File: src/dmc_pkg.sv
// ----------------------------------------------------------------------------
// dmc_pkg
// Shared types, codes and reset values of the dispenser motor controller.
// ----------------------------------------------------------------------------
package dmc_pkg;

	localparam int CfgIdxW  = 3;
	localparam int CfgDataW = 16;

	typedef enum logic [1:0] {
		CMD_TICK     = 2'd0,
		CMD_DISPENSE = 2'd1,
		CMD_QUERY    = 2'd2,
		CMD_LOAD     = 2'd3
	} cmd_t;

	typedef enum logic [2:0] {
		ST_IDLE    = 3'd0,
		ST_LOW     = 3'd1,
		ST_EMPTY   = 3'd2,
		ST_BLOCKED = 3'd3,
		ST_READY   = 3'd4,
		ST_NOTDISP = 3'd5,
		ST_WORKING = 3'd6
	} status_t;

	typedef enum logic [2:0] {
		PH_IDLE  = 3'b001,
		PH_WAIT  = 3'b010,
		PH_EXTRA = 3'b100
	} phase_t;

	typedef enum logic [CfgIdxW-1:0] {
		CFG_RELAY_INV   = 3'd0,
		CFG_LOW_THRESH  = 3'd1,
		CFG_MOTOR_TMO   = 3'd2,
		CFG_REMOVE_TMO  = 3'd3,
		CFG_EXTRA_RUN   = 3'd4,
		CFG_MAX_RETRIES = 3'd5
	} cfg_idx_t;

	typedef struct packed {
		logic        relay_inverted;
		logic [7:0]  low_level_threshold;
		logic [15:0] motor_timeout_ms;
		logic [15:0] remove_timeout_ms;
		logic [15:0] extra_run_ms;
		logic [3:0]  max_retries;
	} cfg_t;

	typedef struct packed {
		logic [1:0] cmd;
		logic       empty_sensor;
		logic       exit_sensor;
		logic [7:0] stock_value;
	} item_t;

	typedef struct packed {
		logic       motor_drive;
		logic [2:0] status;
		logic [7:0] stock_count;
		logic       busy_res;
	} result_t;

	localparam logic        RST_RELAY_INV   = 1'b0;
	localparam logic [7:0]  RST_LOW_THRESH  = 8'd5;
	localparam logic [15:0] RST_MOTOR_TMO   = 16'd3000;
	localparam logic [15:0] RST_REMOVE_TMO  = 16'd30000;
	localparam logic [15:0] RST_EXTRA_RUN   = 16'd4000;
	localparam logic [3:0]  RST_MAX_RETRIES = 4'd3;

	localparam logic [15:0] SINCE_SAT = 16'hFFFF;

endpackage

File: src/dmc_core.sv
// ----------------------------------------------------------------------------
// dmc_core
// Dispense sequencer: state registers and next-state logic for one tick.
// ----------------------------------------------------------------------------
module dmc_core import dmc_pkg::*; (
	input  logic    clk,
	input  logic    arst_n,
	input  logic    step,
	input  item_t   item_s1,
	input  cfg_t    regs,
	output result_t res_d
);

	phase_t      phase_q, phase_d;
	logic [3:0]  attempt_q, attempt_d;
	logic [15:0] timer_q, timer_d;
	logic [7:0]  stock_q, stock_d;
	status_t     status_q, status_d;
	logic [15:0] since_q, since_d;
	logic        pushed;
	logic        blocked;
	logic        motor;
	status_t     query_st;
	logic [16:0] timer_inc;

	assign blocked   = !item_s1.exit_sensor;
	assign timer_inc = {1'b0, timer_q} + 17'd1;

	always_comb begin
		query_st = ST_IDLE;
		if (stock_q < regs.low_level_threshold)
			query_st = ST_LOW;
		if (item_s1.empty_sensor || stock_q == 8'd0)
			query_st = ST_EMPTY;
		if (blocked)
			query_st = (since_q < regs.remove_timeout_ms) ? ST_READY : ST_BLOCKED;
	end

	always_comb begin
		phase_d   = phase_q;
		attempt_d = attempt_q;
		timer_d   = timer_q;
		stock_d   = stock_q;
		status_d  = status_q;
		pushed    = 1'b0;
		unique case (phase_q)
			PH_WAIT: begin
				if (blocked || timer_q >= regs.motor_timeout_ms) begin
					phase_d = PH_EXTRA;
					timer_d = '0;
				end else begin
					timer_d = timer_inc[15:0];
				end
			end
			PH_EXTRA: begin
				if (timer_inc >= {1'b0, regs.extra_run_ms}) begin
					if (blocked) begin
						status_d = ST_READY;
						if (stock_q != 8'd0)
							stock_d = stock_q - 8'd1;
						pushed  = 1'b1;
						phase_d = PH_IDLE;
					end else if (attempt_q < regs.max_retries) begin
						attempt_d = attempt_q + 4'd1;
						phase_d   = PH_WAIT;
					end else begin
						status_d = ST_NOTDISP;
						phase_d  = PH_IDLE;
					end
					timer_d = '0;
				end else begin
					timer_d = timer_inc[15:0];
				end
			end
			default: begin
				phase_d = PH_IDLE;
				unique case (cmd_t'(item_s1.cmd))
					CMD_DISPENSE: begin
						if (item_s1.empty_sensor) begin
							status_d = ST_EMPTY;
						end else if (blocked) begin
							status_d = ST_BLOCKED;
						end else if (status_q == ST_IDLE || status_q == ST_LOW) begin
							status_d  = ST_WORKING;
							attempt_d = '0;
							timer_d   = '0;
							phase_d   = PH_WAIT;
						end
					end
					CMD_QUERY: status_d = query_st;
					CMD_LOAD:  stock_d  = item_s1.stock_value;
					CMD_TICK:  ;
					default:   ;
				endcase
			end
		endcase

		if (pushed)
			since_d = '0;
		else if (since_q != SINCE_SAT)
			since_d = since_q + 16'd1;
		else
			since_d = since_q;
	end

	assign motor = (phase_d != PH_IDLE);

	always_comb begin
		res_d.motor_drive = motor ^ regs.relay_inverted;
		res_d.status      = status_d;
		res_d.stock_count = stock_d;
		res_d.busy_res    = motor;
	end

	always_ff @(posedge clk or negedge arst_n) begin
		if (!arst_n) begin
			phase_q   <= PH_IDLE;
			attempt_q <= '0;
			timer_q   <= '0;
			stock_q   <= '0;
			status_q  <= ST_IDLE;
			since_q   <= SINCE_SAT;
		end else if (step) begin
			phase_q   <= phase_d;
			attempt_q <= attempt_d;
			timer_q   <= timer_d;
			stock_q   <= stock_d;
			status_q  <= status_d;
			since_q   <= since_d;
		end
	end

	a_push_clears_since: assert property (@(posedge clk) disable iff (!arst_n)
		step && pushed |=> since_q == 16'd0)
		else $error("since-push timer not cleared on push");

	a_stock_no_wrap: assert property (@(posedge clk) disable iff (!arst_n)
		step && phase_q == PH_EXTRA && stock_q == 8'd0 |=> stock_q == 8'd0)
		else $error("stock wrapped below zero");

	a_wait_entry_timer: assert property (@(posedge clk) disable iff (!arst_n)
		step && phase_d == PH_WAIT && phase_q != PH_WAIT |=> timer_q == 16'd0)
		else $error("phase timer not cleared on attempt start");

	a_busy_status: assert property (@(posedge clk) disable iff (!arst_n)
		step && phase_q == PH_IDLE && phase_d == PH_WAIT |=> status_q == ST_WORKING)
		else $error("dispense started without working status");

endmodule

File: config.mk
export PLATFORM = sky130hd
export DESIGN_NAME = dmc_core
export DESIGN_NICKNAME = d
export VERILOG_FILES = /design/src/dmc_pkg.sv /design/src/dmc_core.sv
export SDC_FILE = /design/constraint.sdc
export NUM_CORES = 1
export LEC_CHECK = 0
export BUFFER_PORTS_ARGS = -buffer_cell sky130_fd_sc_hd__buf_2
export CORE_ASPECT_RATIO = 0.8
export CORE_MARGIN = 8
export CORE_UTILIZATION = 30
export DETAILED_ROUTE_END_ITERATION = 16
export PLACE_DENSITY = 0.52
export SLEW_MARGIN = 20
export SYNTH_ARGS = -nofsm -noshare
export SYNTH_HDL_FRONTEND = slang
export SYNTH_SLANG_ARGS = --single-unit
File: constraint.sdc
create_clock -name clk -period 8.5 [get_ports clk]
set_input_delay 0 -clock clk [delete_from_list [all_inputs] [get_ports clk]]
set_output_delay 0 -clock clk [all_outputs]
set_load 0.01 [all_outputs]
Word-level counts from Yosys, hierarchy flattened
Cells that the tools add are included.

operators by class
  add/subtract/negate cells = 4
  $mul = 0
  divide/modulo/power cells = 0
  $lt $le $gt $ge = 5
  equality and inequality tests = 14
  shift-type cells = 0
  mux-type cells = 46
  bitwise logic cells = 2
  reductions and logical operators = 16

operators by type and width
  cell                                                    count
  two-way mux 16 bit                                      8
  two-way mux 8 bit                                       4
  one-hot mux 16 bit (2 select lines)                     1
  two-way mux 3 bit                                       10
  two-way mux 4 bit                                       7
  one-hot mux 3 bit (2 select lines)                      3
  adder 16 x 1 -> 17 bit (second input constant)          1
  >= comparator 17 x 16 -> 1 bit                          1
  adder 16 x 1 -> 16 bit (second input constant)          1
  >= comparator 16 bit                                    1
  less-than comparator 16 bit                             1
  inequality test 16 bit (second input constant)          1
  one-hot mux 8 bit (2 select lines)                      1
  two-way mux 2 bit                                       7
  AND reduction 9 bit                                     1
  nonzero test 3 bit                                      3
  zero test 8 bit                                         1
  less-than comparator 8 bit                              1
  inequality test 2 bit (second input constant)           4
  one-hot mux 4 bit (2 select lines)                      1
  nonzero test 8 bit                                      1
  subtractor 8 x 1 -> 8 bit (second input constant)       1
  inequality test 3 x 1 -> 1 bit (second input constant)  2
  nonzero test 2 bit                                      3
  other kinds (16)                                        22

storage, ports and cells
  register bits after elaboration = 50
  bits in latches = 0
  RAM bits = 0
  memory bits (read-only) = 0
  output and inout bits = 13
  word-level logic and storage cells = 93
  memories kept = 0

Longest topological paths before layout
Gate-level depths: netlist (run 1).

  word-level depth = 9
  depth in mapped cells = 18

Worst setup path before layout (run 1)
Ideal clock, no wire load.

  kind = register to register
  start point = register timer_q[0]
  end point = register timer_q[15]
  setup time = 83 ps
  arrival = 4,017 ps
  setup slack = 4,400 ps
  cell stages (with the launch flop) = 18
  buffers on the path = 1
  clock period less this slack = 4,100 ps
  path through = dfrtp_1 > ha_1 > and3_4 > and3_4 > and3_1 > buf_6 > and3_1 > and3_1 > xor2_1 > ha_1 > a21oi_1 > nor2_1 > or4_1 > a21o_4 > o32a_1 > nand2b_1 > or3_1 > o21ai_0

between the ends
  cells in the longest elaborated chain, start to end = 4

ends and longest elaborated chain
  what                                                                RTL line                        source
  start, declared                                                     dmc_core.sv:16                  logic [15:0] timer_q, timer_d;
  start signal, assigned                                              dmc_core.sv:126                 timer_q <= timer_d;
  adder 16 x 1 -> 17 bit or >= comparator 16 bit (tied branches)      dmc_core.sv:27, dmc_core.sv:48
  >= comparator 17 x 16 -> 1 bit or logical OR 1 bit (tied branches)  dmc_core.sv:56, dmc_core.sv:48
  two-way mux 16 bit, on equally long branches                        dmc_core.sv:56, dmc_core.sv:48
  one-hot mux 16 bit (2 select lines) (*)                             dmc_core.sv:46                  unique case (phase_q)

Every way passes the cells marked *; elsewhere a longest branch is shown, timed or not.
A chain may end at the register's enable or synchronous reset.

==> flow_summary.toml, run 1 <==
[synthesis]
synth-seq-cells = 50
yosysSeqAreaShare_pct = 26.3
synth-edff-count = 0
async_flop_share_pct = 100
synth_top_area_cell = "dfrtp_1"
ys_types = 68
syn_area_sq_um = 4840
syn-num-nets = 742
synthCells = 601
avgSynthCellArea_sq_um = 8.05
yosys-top-cells-area = "dfrtp_1, ha_1, dfstp_2"
yosysWarnings = 0
synth-main-ff-cell = "dfrtp_1"
yosysTopAreaCellShare_pct = 17.1

[timing]
final-hold-violation-count = 0
setup_tns_ps = 0
tightest_slew_ps = 970
rsz0062_at_grt = "no"
fin_crit_ps = 5180
whs_ps = 77.7
fin_skew_ps = 6.10
setup_viol = 0
fin_crit_sh_pct = 61.0
drv_slew = 0
fmax_mhz = 193
relSlewSlack_pct = 33.6

[outcome]
status = "complete, no violations"

[drt]
dr.pass1.iters = 5
routed_wl_mm = 14.1
first_iter_violations = 322
vias = 4565
wl_per_cell_um = 15.7
drc = 0
vias_per_cell = 5.09
detail-route-antenna-nets = 0

[clock_tree]
cts_root_buf = "clkbuf_16"
cts_tree = "yes"
path_clk_slew_ps = 70
cts_max_level = 2
cts_sinks = 50
post_cts_buffers = 0
cts_buffers = 5
clock_latency_ps = 290
cts_buffer_depth = 2

[setup_path]
max_stage_delay_ps = 850
crit_slowest_cell = "a2111oi_0"
crit_top_cell = "and3_1"
start_kind = "register"
critPathMaxFanout = 11
end_kind = "output pin"
crit_type = "register to output pin"
path_cells = "ha_1, and3_4, and3_4, and3_1, and3_1, and3_1, xor2_1, ha_1, nand3_1, a2111oi_0, and2_2, nor2_2, or4_4, o41ai_4, a31o_1, buf_2"
worstPathRequired_ps = 8500
crit_arrival_ps = 5180

[global_routing]
grt_max_degree = 51
track_usage_pct = 13.9
grt_pass1_vias = 4576
grt_overflow = 0
grt_pass1_wl_mm = 22.9
antenna_found_initial = 1

[placement]
gp_congestion = 0.916
hpwlAfterDp_mm = 11.1
port_buffers = 88

[final_layout]
layout_commonest_cell = "buf_2"
areaGrowthSynthToFinish_pct = 17.4
final_cell_mix = "buf_2, inv_1, ha_1, nand2_1, o21ai_0"
multi_input_area_sq_um = 3210
regArea_sq_um = 1270
drive_gt1_share_pct = 18.9
insertedDiodeCount = 0
fillCellCount = 1660
layout.nets = 821

[die]
rows = 41
fp.dieH_um = 130
fp.dieW_um = 158
ios = 89
coreArea_sq_um = 15700
die_area_sq_um = 20500
initial_core_util_pct = 30.7

[power_and_ir_drop]
powerDensity_nw_per_um2 = 149
ir_worst_vdd_mv = 0.0742
power_leakage_nw = 2.92

[job]
cap_violations = 0

[worst_hold_path]
holdCritPathClass = "input pin to register"
[critical path: cells and delay by family (launching register included)]
family,cells,cell delay [ps]
AOI/OAI and AO/OA,3,1240
xor gates and xnor gates,1,80
adders and majority gates,2,560
buffers and inverters,1,120
DFF,1,440
and+or+nand+nor,9,2440
[synthesized netlist by cell type, drive strengths merged (5+ instances only)]
library cell and number:
nor2b 6, a21oi 26, nand2b 9, and3 21
a21o 9, and2 7, inv 70, xnor2 6
nand2 57, xor2 17, a32o 5, a31oi 6
nand3 26, nor3 10, dfstp 17, nand4 8
a211oi 5, clkbuf 12, o21a 6, or3 6
o21ai 59, dfrtp 33, o31ai 11, nor2 41
buf 7, ha 65
[repair_timing]
| action | CTS | global route |
|---|---|---|
| hold buffers | 2 | 0 |
| gates resized for setup | 0 | 0 |
| hold endpoints to repair | 34 | 0 |
[cells by family after synthesis]
group	Yosys count	synth area share, %
and+or+nand+nor	207	21.8
AOI/OAI and AO/OA	167	23.5
buffers and inverters	89	7.35
adders and majority gates	65	16.8
DFF	50	26.3
xor gates and xnor gates	23	4.17
[state kept, by name, summed over array words and instances, names as in the netlist]
signal     cells
attempt_q      4
phase_q        3
since_q       16
status_q       3
stock_q        8
timer_q       16
[where the power goes]
group / switching, W / internal [W]
combinational: 0.000132 / 0.000109
sequential: 0.0000560 / 0.000282
clock: 0.0000917 / 0.000177
[per-layer routing]
metal,global-route usage (%),share of wire (%)
met1,20.3,52
met3,3.13,5.3
met5,0,0.071
met2,20.2,42
met4,3.54,0.89
[worst paths after layout]
kind                       cells after the start                startpoint  slack (ps)                  endpoint
max                                           16    timer_q[0]$_DFFE_PN0P_        3320                  res_d[6]
min reg2reg                                    1  attempt_q[2]$_DFFE_PN0P_         510  attempt_q[2]$_DFFE_PN0P_
max reg2reg                                   16    timer_q[0]$_DFFE_PN0P_        3410   timer_q[15]$_DFFE_PN0P_
min                                            3                item_s1[6]          80    stock_q[6]$_DFFE_PN0P_
min in group asynchronous                      3                    arst_n         360  attempt_q[0]$_DFFE_PN0P_
max in group asynchronous                      3                    arst_n        7670    timer_q[4]$_DFFE_PN0P_
[area by class of cell]
cell class	instances	share of cell area (%)
Clock buffer	6	2.45
Clock inverter	2	1.06
Inverter	70	4.63
Multi-Input combinational cell	462	56.5
Sequential cell	50	22.4
Tap cell	215	4.74
Timing Repair Buffer	91	8.24
[through the flow]
step / utilization (%) / instances / area, sq um / worst slack [ps] / total power, W
global route: 36.1 / 896 / 5680 / 2940 / 0.000912
floorplan: - / 601 / 4840 / 4400 / 0.000491
detailed placement: 34.7 / 886 / 5460 / 3470 / 0.000582
finish: 36.1 / 896 / 5680 / 3320 / 0.000848
global placement: 34.7 / 886 / 5460 / 3630 / 0.000576
CTS: 36.1 / 896 / 5680 / 3330 / 0.000859
Note: power is estimated with default switching activity, not from simulation.
==> inputs of run 2 (changes only) <==
Settings changed: PLACE_DENSITY 0.52 to 0.54.
Clock period 8.5 ns to 4.6 ns, I/O delays scaled along.
==> run 2 against run 1 <==
  * Via count up 1.9%
  * Global-route usage up 0.27 points
  * Worst hold slack worse by 72 ps
  * Combinational power up 95%
  * Clock-buffer cell count up 2
  * Core utilization up 0.50 points
  * First-iteration DRC count down 0.62%
  * Register-to-register slack worse by 3000 ps
  * Total power up 84%
==> flow_summary.toml, run 2 (same netlist as run 1, synthesis figures left out) <==
[timing]
whs_ps = 5.50
drv_slew = 0
fin_crit_sh_pct = 95.0
setup_tns_ps = 0
fmax_mhz = 229
setup_viol = 0
final.setup.worst_slack_ps = 228
relSlewSlack_pct = 39.5
fin_crit_ps = 4370
rsz0062_at_grt = "no"
final-hold-violation-count = 0
fin_skew_ps = 10.1
tightest_slew_ps = 905

[die]
ios = 89
coreArea_sq_um = 15700
fp.dieH_um = 130
rows = 41
initial_core_util_pct = 30.7
die_area_sq_um = 20500
fp.dieW_um = 158

[power_and_ir_drop]
comb_power_share_pct = 30.0
clock_power_share_pct = 29.9
sequentialPowerShare_pct = 40.1
p_sw_w = 0.000547
power_w = 0.00156
internal_power_w = 0.00102
ir_worst_vdd_mv = 0.148
powerDensity_nw_per_um2 = 271
power_leakage_nw = 2.94
swShare_pct = 35.0

[placement]
place_inst = 892
port_buffers = 88
gp_congestion = 0.869
dp_slack_ps = 209
hpwlAfterDp_mm = 11.4

[outcome]
status = "complete, no violations"

[global_routing]
track_usage_pct = 14.2
grt_overflow = 0
antenna_found_initial = 0
grt_max_degree = 51
grt_pass1_wl_mm = 23.5
grt_pass1_vias = 4657

[setup_path]
critPathMaxFanout = 7
start_kind = "register"
crit_arrival_ps = 4370
crit_type = "register to output pin"
ff2ff_path_depth = 16
worstPathRequired_ps = 4600
end_kind = "output pin"

[drt]
detail-route-antenna-nets = 0
wl_per_cell_um = 16.1
first_iter_violations = 320
vias_per_cell = 5.17
drc = 0
dr.pass1.iters = 5
vias = 4654
routed_wl_mm = 14.5

[worst_hold_path]
holdPathStages = 3
holdCritPathClass = "input pin to register"

[clock_tree]
post_cts_buffers = 0
cts_buffer_depth = 2
cts_tree = "yes"
clock_latency_ps = 300
cts_sinks = 50
cts_max_level = 2
cts_root_buf = "clkbuf_16"
cts_buffers = 5
path_clk_slew_ps = 70

[final_layout]
final_cell_mix = "buf_2, inv_1, ha_1, nand2_1, o21ai_0"
areaGrowthSynthToFinish_pct = 19.1
top_regs = "since_q: 16 flops, timer_q: 16 flops, stock_q: 8 flops"
drive_gt1_share_pct = 21.3
layout_commonest_cell = "buf_2"
final_cell_count_no_fill = 901
layout.nets = 826
insertedDiodeCount = 0

[job]
cap_violations = 0
## run 2: cell types whose count changed in the layout (fill, tap and decap cells not counted), sizes merged
cell / previous run / this run
buf: 89 / 95
bufinv: 2 / 0
clkbuf: 6 / 8
dlygate4sd3: 2 / 1
## run 2: layout make-up
| class | instances | area [sq um] |
|---|---|---|
| Multi-Input combinational cell | 462 | 3260 |
| Tap cell | 215 | 269 |
| Inverter | 70 | 263 |
| Clock buffer | 8 | 189 |
| Timing Repair Buffer | 96 | 503 |
| Sequential cell | 50 | 1270 |
| Fill cell | 1662 | 9990 |
## run 2: stage by stage
step	instance area, sq um	util, %
3_5_place_dp	5510	35.0
4_1_cts	5720	36.3
5_1_grt	5760	36.6
6_report	5760	36.6
3_3_place_gp	5510	35.0
2_1_floorplan	4840	-
## run 2: timing repair
item / 4_1_cts / 5_1_grt
hold buffers: 1 / 0
gates cloned: 0 / 0
setup endpoints to repair: 5 / 12
pin swaps: 0 / 2
gates resized for setup: 4 / 11
endpoints found under the hold margin: 33 / 0
## run 2: worst paths after layout
path | from | to | slack (ps)
min reg2reg | since_q[0]$_DFFE_PN1P_ | since_q[0]$_DFFE_PN1P_ | 520
min in group asynchronous | arst_n | attempt_q[1]$_DFFE_PN0P_ | 360
max reg2reg | timer_q[0]$_DFFE_PN0P_ | timer_q[15]$_DFFE_PN0P_ | 450
max | timer_q[0]$_DFFE_PN0P_ | res_d[12] | 230
min | item_s1[4] | stock_q[4]$_DFFE_PN0P_ | 5
max in group asynchronous | arst_n | timer_q[2]$_DFFE_PN0P_ | 3730
## run 2: power groups by stage
stage	Clock (W)	Sequential, W	Combinational (W)
detailed placement	0	0.000631	0.000457
global route	0.000495	0.000642	0.000535
global placement	0	0.000628	0.000437
CTS	0.000480	0.000624	0.000463
finish	0.000467	0.000626	0.000469
floorplan	0	0.000589	0.000319
## run 2: metal layers
metal / track usage, % / vias up / wire (um)
li1: - / 2328 / -
met5: 0 / - / 0
met2: 20.7 / 147 / 6040
met1: 20.9 / 2167 / 7490
met3: 2.86 / 12 / 797
met4: 3.27 / 0 / 142
## run 2: critical path, cell delays in order, from the launching register on
cell and delay [ps]:
dfrtp_2 450, ha_2 220, and3_4 200, and3_4 190
and3_1 190, and3_2 250, and3_1 220, xor2_1 150
ha_1 300, a21oi_1 140, nor2_1 60, or4_4 530
a21o_4 210, nor2_4 230, nor2_1 110, a21oi_2 310
xor2_1 160, buf_2 140
